**src/prq_pkg.sv**
```systemverilog
// Shared types for the priority ready queue: command and result records,
// operation and status codes. No dependencies.
package prq_pkg;

  // Operation carried by one input transaction
  typedef enum logic {
    OP_INSERT = 1'b0,
    OP_REMOVE = 1'b1
  } op_t;

  // Result status codes
  typedef enum logic [1:0] {
    ST_OK    = 2'd0,
    ST_FULL  = 2'd1,
    ST_EMPTY = 2'd2
  } status_t;

  localparam int ID_W   = 4;
  localparam int PRIO_W = 8;
  localparam int CNT_OUT_W = 5;

  // Classified command from the front end to the back end
  typedef struct packed {
    op_t               op;
    logic [ID_W-1:0]   id;
    logic [PRIO_W-1:0] prio;
  } cmd_t;

  // One result record
  typedef struct packed {
    logic [ID_W-1:0]      id;
    logic                 valid;
    status_t              status;
    logic [CNT_OUT_W-1:0] count;
  } res_t;

endpackage

```
**src/prq_front.sv**
```systemverilog
// Front end: accepts input transactions, decodes and masks them into
// commands, and buffers them in a two-entry queue. Depends on prq_pkg.
module prq_front #(
  parameter int PRIO_BITS = 8
) (
  input  logic          clk,
  input  logic          rst,
  input  logic          s_tvalid,
  output logic          s_tready,
  input  logic [15:0]   s_tdata,   // [3:0] proc_id, [11:4] prio, [15:12] zero
  input  logic [0:0]    s_tuser,   // [0] action
  output logic          cmd_valid,
  input  logic          cmd_ready,
  output prq_pkg::cmd_t cmd
);
  import prq_pkg::*;

  localparam int SPW = (PRIO_BITS < PRIO_W) ? PRIO_BITS : PRIO_W;
  localparam logic [PRIO_W-1:0] PRIO_MASK = PRIO_W'((9'd1 << SPW) - 9'd1);

  cmd_t       mem [2];
  logic       wp;
  logic       rp;
  logic [1:0] cnt;
  logic [1:0] cnt_next;
  logic       push;
  logic       pop;
  cmd_t       cmd_in;

  // Decode the incoming transaction
  always_comb begin
    cmd_in.op   = s_tuser[0] ? OP_REMOVE : OP_INSERT;
    cmd_in.id   = s_tdata[ID_W-1:0];
    cmd_in.prio = s_tdata[ID_W +: PRIO_W] & PRIO_MASK;
  end

  assign s_tready  = (cnt != 2'd2);
  assign cmd_valid = (cnt != 2'd0);
  assign push      = s_tvalid && s_tready;
  assign pop       = cmd_valid && cmd_ready;
  assign cmd       = mem[rp];
  assign cnt_next  = 2'(cnt + {1'b0, push} - {1'b0, pop});

  // Queue pointers and fill
  always_ff @(posedge clk) begin
    if (rst) begin
      wp  <= 1'b0;
      rp  <= 1'b0;
      cnt <= 2'd0;
    end else begin
      if (push) wp <= ~wp;
      if (pop)  rp <= ~rp;
      cnt <= cnt_next;
    end
  end

  // Queue storage
  always_ff @(posedge clk) begin
    if (push) mem[wp] <= cmd_in;
  end

endmodule

```
**src/prq_back.sv**
```systemverilog
// Back end: sorted cell chain with per-cell compare and shift, entry count,
// and the result register. Depends on prq_pkg.
module prq_back #(
  parameter int DEPTH     = 16,
  parameter int PRIO_BITS = 8
) (
  input  logic          clk,
  input  logic          rst,
  input  logic          cmd_valid,
  output logic          cmd_ready,
  input  prq_pkg::cmd_t cmd,
  output logic          res_valid,
  input  logic          res_ready,
  output prq_pkg::res_t res
);
  import prq_pkg::*;

  localparam int SPW   = (PRIO_BITS < PRIO_W) ? PRIO_BITS : PRIO_W;
  localparam int CNT_W = $clog2(DEPTH + 1);

  logic [ID_W-1:0]  id_q [DEPTH];
  logic [SPW-1:0]   pr_q [DEPTH];
  logic [CNT_W-1:0] count;
  logic [CNT_W-1:0] count_next;
  logic [DEPTH-1:0] ge;
  logic [SPW-1:0]   npr;
  logic             take;
  logic             full;
  logic             empty;
  logic             ins_go;
  logic             rem_go;
  res_t             res_next;
  logic [CNT_W+CNT_OUT_W-1:0] cnt_ext;

  assign cmd_ready = !res_valid || res_ready;
  assign take      = cmd_valid && cmd_ready;
  assign full      = (count == CNT_W'(DEPTH));
  assign empty     = (count == '0);
  assign npr       = cmd.prio[SPW-1:0];
  assign ins_go    = take && (cmd.op == OP_INSERT) && !full;
  assign rem_go    = take && (cmd.op == OP_REMOVE) && !empty;

  // Cell chain: each cell compares against the new priority and shifts
  for (genvar i = 0; i < DEPTH; i++) begin : g_cell
    assign ge[i] = (CNT_W'(i) < count) && (pr_q[i] >= npr);

    always_ff @(posedge clk) begin
      if (ins_go && !ge[i]) begin
        if (i == 0) begin
          id_q[i] <= cmd.id;
          pr_q[i] <= npr;
        end else if (ge[(i == 0) ? 0 : i - 1]) begin
          id_q[i] <= cmd.id;
          pr_q[i] <= npr;
        end else begin
          id_q[i] <= id_q[(i == 0) ? 0 : i - 1];
          pr_q[i] <= pr_q[(i == 0) ? 0 : i - 1];
        end
      end else if (rem_go && (i < DEPTH - 1)) begin
        id_q[i] <= id_q[(i < DEPTH - 1) ? i + 1 : i];
        pr_q[i] <= pr_q[(i < DEPTH - 1) ? i + 1 : i];
      end
    end
  end

  // Count update
  always_comb begin
    count_next = count;
    if (ins_go) count_next = count + CNT_W'(1);
    if (rem_go) count_next = count - CNT_W'(1);
  end

  assign cnt_ext = {{CNT_OUT_W{1'b0}}, count_next};

  // Result decode
  always_comb begin
    res_next.id     = '0;
    res_next.valid  = 1'b0;
    res_next.status = ST_OK;
    res_next.count  = cnt_ext[CNT_OUT_W-1:0];
    unique case (cmd.op)
      OP_INSERT: begin
        if (full) res_next.status = ST_FULL;
      end
      OP_REMOVE: begin
        if (empty) begin
          res_next.status = ST_EMPTY;
        end else begin
          res_next.id    = id_q[0];
          res_next.valid = 1'b1;
        end
      end
      default: res_next.status = ST_OK;
    endcase
  end

  // Control registers
  always_ff @(posedge clk) begin
    if (rst) begin
      count     <= '0;
      res_valid <= 1'b0;
    end else begin
      count <= count_next;
      if (take)           res_valid <= 1'b1;
      else if (res_ready) res_valid <= 1'b0;
    end
  end

  // Result payload
  always_ff @(posedge clk) begin
    if (take) res <= res_next;
  end

endmodule

```
**src/priority_ready_queue.sv**
```systemverilog
// Top level of the priority ready queue: front end with command queue,
// sorted cell chain back end. Depends on prq_pkg, prq_front, prq_back.
//
//  channel | dir | tdata                          | tuser
//  s_*     | in  | [3:0] proc_id, [11:4] prio     | [0] action
//  m_*     | out | [3:0] removed_id, [8:4] count  | [0] removed_valid, [2:1] status
//
// The back end finishes one command per cycle unless the output stalls: the
// compare-and-shift over the cell chain is done in one update. An input
// transaction passes through the command queue, then the result register.
// Reset clears the entry count and the queue controls; cell contents are not
// cleared. A stalled output holds the result register and the back end; the
// two-entry command queue keeps accepting until it fills.
module priority_ready_queue #(
  parameter int DEPTH     = 16,
  parameter int PRIO_BITS = 8
) (
  input  logic        clk,
  input  logic        rst,
  input  logic        s_tvalid,
  output logic        s_tready,
  input  logic [15:0] s_tdata,   // [3:0] proc_id, [11:4] prio, [15:12] zero
  input  logic [0:0]  s_tuser,   // [0] action
  output logic        m_tvalid,
  input  logic        m_tready,
  output logic [15:0] m_tdata,   // [3:0] removed_id, [8:4] entry_count, [15:9] zero
  output logic [2:0]  m_tuser    // [0] removed_valid, [2:1] status
);
  import prq_pkg::*;

  localparam logic [CNT_OUT_W-1:0] DEPTH_LO = CNT_OUT_W'(DEPTH);

  logic cmd_valid;
  logic cmd_ready;
  cmd_t cmd;
  res_t res;

  prq_front #(
    .PRIO_BITS (PRIO_BITS)
  ) u_front (
    .clk       (clk),
    .rst       (rst),
    .s_tvalid  (s_tvalid),
    .s_tready  (s_tready),
    .s_tdata   (s_tdata),
    .s_tuser   (s_tuser),
    .cmd_valid (cmd_valid),
    .cmd_ready (cmd_ready),
    .cmd       (cmd)
  );

  prq_back #(
    .DEPTH     (DEPTH),
    .PRIO_BITS (PRIO_BITS)
  ) u_back (
    .clk       (clk),
    .rst       (rst),
    .cmd_valid (cmd_valid),
    .cmd_ready (cmd_ready),
    .cmd       (cmd),
    .res_valid (m_tvalid),
    .res_ready (m_tready),
    .res       (res)
  );

  // Output packing
  assign m_tdata = {7'd0, res.count, res.id};
  assign m_tuser = {res.status, res.valid};

`ifndef SYNTHESIS
  // A stalled command must hold in the queue
  a_cmd_hold: assert property (@(posedge clk) disable iff (rst)
    cmd_valid && !cmd_ready |=> cmd_valid && $stable(cmd))
    else $error("command changed while stalled");

  // A rejected insert reports a full queue
  a_full_count: assert property (@(posedge clk) disable iff (rst)
    m_tvalid && res.status == ST_FULL |-> res.count == DEPTH_LO && !res.valid)
    else $error("full status with wrong count");

  // A remove on empty reports nothing held
  a_empty_count: assert property (@(posedge clk) disable iff (rst)
    m_tvalid && res.status == ST_EMPTY |-> res.count == '0 && !res.valid && res.id == '0)
    else $error("empty status with wrong fields");

  // A returned entry always comes with ok status
  a_valid_ok: assert property (@(posedge clk) disable iff (rst)
    m_tvalid && res.valid |-> res.status == ST_OK)
    else $error("removed entry with error status");
`endif

endmodule
```
**config.mk**
```make
export PLATFORM = sky130hd
export DESIGN_NAME = priority_ready_queue
export DESIGN_NICKNAME = d
export VERILOG_FILES = /design/src/prq_pkg.sv /design/src/prq_front.sv /design/src/prq_back.sv /design/src/priority_ready_queue.sv
export SDC_FILE = /design/constraint.sdc
export NUM_CORES = 1
export LEC_CHECK = 0
export BUFFER_PORTS_ARGS = -buffer_cell sky130_fd_sc_hd__buf_4
export CAP_MARGIN = 20
export CORE_AREA = 2 2 238 123
export DETAILED_ROUTE_END_ITERATION = 16
export DIE_AREA = 0 0 240 125
export PLACE_DENSITY = 0.77
export SLEW_MARGIN = 0
export SYNTH_ARGS = -nofsm -noshare
export SYNTH_HDL_FRONTEND = slang
export SYNTH_SLANG_ARGS = --single-unit
```
**constraint.sdc**
```tcl
create_clock -name clk -period 7.1 [get_ports clk]
set_clock_uncertainty 0.2 [all_clocks]
set_input_delay 1.065 -clock clk [delete_from_list [all_inputs] [get_ports clk]]
set_output_delay 1.065 -clock clk [all_outputs]
set_load 0.005 [all_outputs]
```
# After elaboration in Yosys (flattened, before gate mapping)
# Memory sizes are Yosys's and may differ from the RTL's. A register that Yosys moved wholly into a read port is not among the register bits.
# Cells that the tools add are included.
[totals]
mem_count = 3
out_inout_bits = 21
ff_bits = 22
ram_bits = 218
elab_cells = 371
input_bits = 21
[classes]
add_sub_neg = 4
n_mux = 196
n_eq_ne = 2
n_lt_le_gt_ge = 32
reduce_logical = 62
n_bitwise = 63
[mem_list]
columns = ["name", "depth", "width", "rd", "rd_ports_with_merged_regs", "write_ports", "line_no", "rtl"]
rows = [
  ["u_back.pr_q", 16, 8, 16, 0, 16, "prq_back.sv:22", "logic [SPW-1:0] pr_q [DEPTH];"],
  ["u_back.id_q", 16, 4, 16, 0, 16, "prq_back.sv:21", "logic [ID_W-1:0] id_q [DEPTH];"],
  ["u_front.mem", 2, 13, 1, 1, 1, "prq_front.sv:21", "cmd_t mem [2];"],
]
[ops]
columns = ["operator", "n"]
rows = [
  ["8-bit two-way mux", 30],
  ["1-bit two-way mux", 132],
  ["8-bit >= comparator", 16],
  ["4-bit two-way mux", 30],
  ["1-bit OR", 60],
  ["4-bit by 5-bit < comparator with 1-bit output (first input constant)", 8],
  ["1-bit logical AND", 38],
  ["3-bit by 5-bit < comparator with 1-bit output (first input constant)", 4],
  ["1-bit zero test", 19],
  ["1-bit by 5-bit < comparator with 1-bit output (first input constant)", 2],
  ["2-bit by 5-bit < comparator with 1-bit output (first input constant)", 2],
  ["5-bit two-way mux", 2],
  ["5-bit by 1-bit adder with 5-bit output (second input constant)", 1],
  ["5-bit equality test (second input constant)", 1],
  ["5-bit zero test", 1],
  ["5-bit by 1-bit subtractor with 5-bit output (second input constant)", 1],
  ["2-bit case mux with 2 select lines", 1],
  ["2-bit nonzero test", 2],
  ["1-bit NOT", 3],
  ["2-bit by 1-bit adder with 2-bit output", 1],
  ["2-bit two-way mux", 1],
  ["2-bit inequality test (second input constant)", 1],
  ["2-bit OR reduction", 1],
  ["2-bit by 1-bit subtractor with 2-bit output", 1],
  ["1-bit logical OR", 1],
]

# Logic depth before layout (Yosys ltp)
[depth]
word_depth = 10
mapped_depth = 12
ltp_nobuf = 9

# Hierarchy
# Synthesis repeated with hierarchy kept, for this count alone.
[unflattened]
hier_cells = 1244
hier_area_um2 = 14113.5
[by_module_without_submodules]
columns = ["module", "seq_area_each_um2", "area_each_um2", "n_inst", "cells_per_inst"]
rows = [
  ["prq_back", 6246.0, 12858.6, 1, 1167],
  ["prq_front", 880.8, 1198.6, 1, 69],
  ["priority_ready_queue", 0.0, 56.3, 1, 8],
]

# Worst setup path before layout
# No wires, ideal clock.
[synth_path]
path_kind = "register to register"
startpoint = "reg with a tool-made name"
endpoint = "mem u_back.id_q[15][2], in the netlist u_back.id_q[1][30] (data pin)"
path_buffers = 3
period_less_slack_ps = 4012
setup_ps = 260
slack_ps = 3088
stages_incl_launch_ff = 11
arrival_ps = 3552
required_ps = 6640
path_cell_list = "dfxtp_1 buf_6 buf_2 mux2i_1 ha_1 nand4_1 nor3_1 a211oi_2 o21ai_1 buf_6 mux2_4"
[synth_rtl]
columns = ["item", "line_no"]
rows = [
  ["to (decl)", "prq_back.sv:21"],
]

==> impl_results.md <==
- R2r endpoint: u_back.id_q[0][21]
- Clk root buf: clkbuf_16
- Compound-Gate Fraction of Synth Area: 21.1%
- Critical path required time: 7240 ps
- Async set-reset flop share out of synthesis: 0%
- Routed len/inst: 22.1 um
- Largest family of logic cells by synthesized area: compound AO/OA/AOI/OAI gates
- GRT busiest layer: met1
- I/O Buffers: 30
- Footprint of the multi-input gates: 6030 sq um
- Full die area: 30000 sq um
- Synth Area in XOR/XNOR: 0.508%
- Main synth FF type: edfxtp_1
- Worst r2r path cells: 9
- Startpoint Class: flop
- Antenna violations before repair: 1
- Post-route ant nets: 0
- Final slew viol count: 0
- Total negative slack: 0 ps
- Met2 Use GR: 28.2%
- CTS Buffer Depth: 3
- Yosys warns: 0
- H-tree levels: 1
- Core Area: 28200 sq um
- CP max FO: 21
- Library cells used by synthesis: 62
- Iter 0 DRT Violations: 1395
- Reg area: 7130 sq um
- Total clock buffers created by CTS: 22
- CTS Hold Buffers Added: 0
- Die Ht: 125 um
- Post-DP HPWL: 26400 um
- TritonRoute pass-1 iters: 5
- Worst hold path startpoint: u_front.rp
- DR vias: 10300
- Area Overhead vs Synth: 9.12%
- Mapped Area: 13800 sq um
- Largest net degree at the start of global routing: 127
- RSZ-0062 raised after global routing: false
- Worst-margin pin slew: 1130 ps
- Mux contribution to synthesized area: 2.30%
- Vias per cell: 6.37
- Fmax: 0.205 GHz
- # clock sinks: 241
- Post-CTS Setup Inserts: 0
- Adder-cell area share of the yosys netlist: 12.1%
- Post-synthesis cell count: 1220
- Setup crit end kind: flop
- Placer Congestion: 0.926
- Initial Utilization: 48.9%
- Avg Cell Area, Syn: 11.3 sq um
- Grt met3 use: 7.99%
- Die X: 240 um
- Min-Delay Path Class: flop to flop
- Yosys reg bits: 241
- Post-synth EDFFs: 230
- Crit Path Category: flop to flop
- Gr ovfl total: 0
- Relative slew margins: 24.6%
- Outcome: finished clean
- Vias in the first global route: 9541
- Fillers: 2379
- Fin crit period: 4870 ps
- FF-to-FF setup slack: 2230 ps
- CTS tree: built
- Tot GR Track Use: 23.6%
- Clock latency at the later pin of the worst-skew pair: 550 ps
- Simple-gate share of the synthesized area: 7.50%
- Hold path cells: 2
- GR Util met1: 40.2%
- Period utilization: 68.6%
- Max Cap Viol: 0
- Clk slew on worst S/H paths: 70 ps
- Core Rows: 44
- Post_cts resized: 0
- # nets final: 1372
- Sequential area share after synthesis: 51.7%
- First-pass GRT wire length: 54500 um
- Final wirelength: 35900 um
- Antenna Cells: 0
- DRC viols: 0
- Critical Path AT: 5010 ps
- Final Hold Violating Endpoints: 0
- IO Pins: 42
- Setup Viol. Count Final: 0
- Layout cells sized above 1: 11.7%
## state kept, by name (all words and copies together), names as in the netlist, named ones only
| register | count |
|---|---|
| u_back.res | 12 |
| u_front.wp | 1 |
| u_back.res_valid | 1 |
| u_back.count | 5 |
| u_front.rp | 1 |
| u_front.mem | 26 |
| u_front.cnt | 2 |
| u_back.id_q | 64 |
| u_back.pr_q | 128 |
## cell usage in the layout, fill, tap and decap left out, types with 3 or more instances in the layout
cell and instances:
edfxtp_1 230, a21oi_1 179, o22ai_1 140, ha_1 133, nor2_1 68, nand2_1 66, inv_1 50, o21ai_0 47
buf_4 41, a211oi_1 38, clkbuf_16 22, o221ai_1 17, nor2b_1 16, nor3_1 12, and2_1 11, mux2_2 11
dfxtp_1 11, buf_8 8, mux2i_1 7, conb_1 7, nand4_1 6, nor2_2 6, o221ai_2 6, mux2_4 6
a211oi_2 5, or3_1 5, o22ai_2 5, xnor2_1 5, nand2b_1 4, nor3b_1 4, o21bai_1 4, clkinv_2 4
clkinvlp_4 4, xor2_1 3, o21a_1 3, a21o_1 3, clkinv_1 3, bufinv_16 3
## final cells by class
type	count	share of cell area, %
clock inverters	16	1.22
repair buffers	51	3.05
flip-flops and latches	241	47.4
clock buffers	24	3.77
multi-input cells	852	40.1
well taps	391	3.25
inverters	50	1.25
## stage by stage
step | hold WS (ps) | setup slack (ps) | instance area [sq um] | instances | utilization (%)
after global placement | 299 | 2510 | 14200 | 1576 | 50.3
after CTS | 333 | 2380 | 14900 | 1616 | 52.9
after floorplan | 281 | 3090 | 13800 | 1226 | -
after global routing | 369 | 1940 | 15000 | 1625 | 53.4
after detailed placement | 305 | 2420 | 14200 | 1576 | 50.3
final | 327 | 2230 | 15000 | 1625 | 53.4
## Yosys cell counts (4+ instances only)
| cell type | n | area share, % |
|---|---|---|
| edfxtp_1 | 230 | 50 |
| a21oi_1 | 179 | 6.5 |
| o22ai_1 | 140 | 6.4 |
| ha_1 | 133 | 12 |
| nor2_1 | 68 | 1.9 |
| nand2_1 | 66 | 1.8 |
| buf_2 | 52 | 1.9 |
| inv_1 | 50 | 1.4 |
| o21ai_0 | 47 | 1.7 |
| a211oi_1 | 38 | 2.1 |
| o221ai_1 | 17 | 1.1 |
| nor2b_1 | 16 | 0.73 |
| nor3_1 | 12 | 0.44 |
| and2_1 | 11 | 0.50 |
| clkbuf_1 | 11 | 0.30 |
| dfxtp_1 | 11 | 1.6 |
| mux2_2 | 11 | 0.90 |
| buf_4 | 10 | 0.54 |
| buf_6 | 8 | 0.65 |
| mux2i_1 | 8 | 0.58 |
| mux2_4 | 6 | 0.65 |
| nand4_1 | 6 | 0.27 |
| nor2_2 | 6 | 0.27 |
| o221ai_2 | 6 | 0.65 |
| a211oi_2 | 5 | 0.45 |
| o22ai_2 | 5 | 0.45 |
| or3_1 | 5 | 0.23 |
| xnor2_1 | 5 | 0.32 |
| nand2b_1 | 4 | 0.18 |
| nor3b_1 | 4 | 0.22 |
| o21bai_1 | 4 | 0.22 |
## metal layers
layer,up-vias,share of wire [%]
met1,4960,49
met4,0,1.0
met2,615,36
met3,38,14
li1,4733,-
met5,-,0
## kinds of logic after synthesis
kind of cell,Yosys count
DFF,241
muxes,26
and+or+nand+nor,213
buffers and inverters,133
other,1
xor gates and xnor gates,8
adders and majority gates,133
AOI/OAI and AO/OA,465
## critical path, stage by stage (launching register included)
cell      delay (ps)
dfxtp_1          920
mux2i_1          430
inv_1            420
ha_1             420
nor2b_1           50
o21ai_0          300
a21oi_1          280
o221ai_2         920
nand2_1          360
o221ai_1         340
## worst max-delay path by stage
stage / endpoint / slack [ps] / startpoint / cells past startpoint
2_1_floorplan: u_back.id_q[1][30] / 3090 / flop / 10
3_3_place_gp: u_back.id_q[0][21] / 2510 / flop / 9
3_5_place_dp: u_back.id_q[0][21] / 2420 / flop / 9
4_1_cts: u_back.id_q[0][21] / 2380 / flop / 9
5_1_grt: u_back.id_q[0][21] / 1940 / flop / 9
6_report: u_back.id_q[0][21] / 2230 / flop / 9
Power is left out: the tool's default activity adds up to more than one toggle a clock period on the data nets, which glitch-free logic cannot reach.
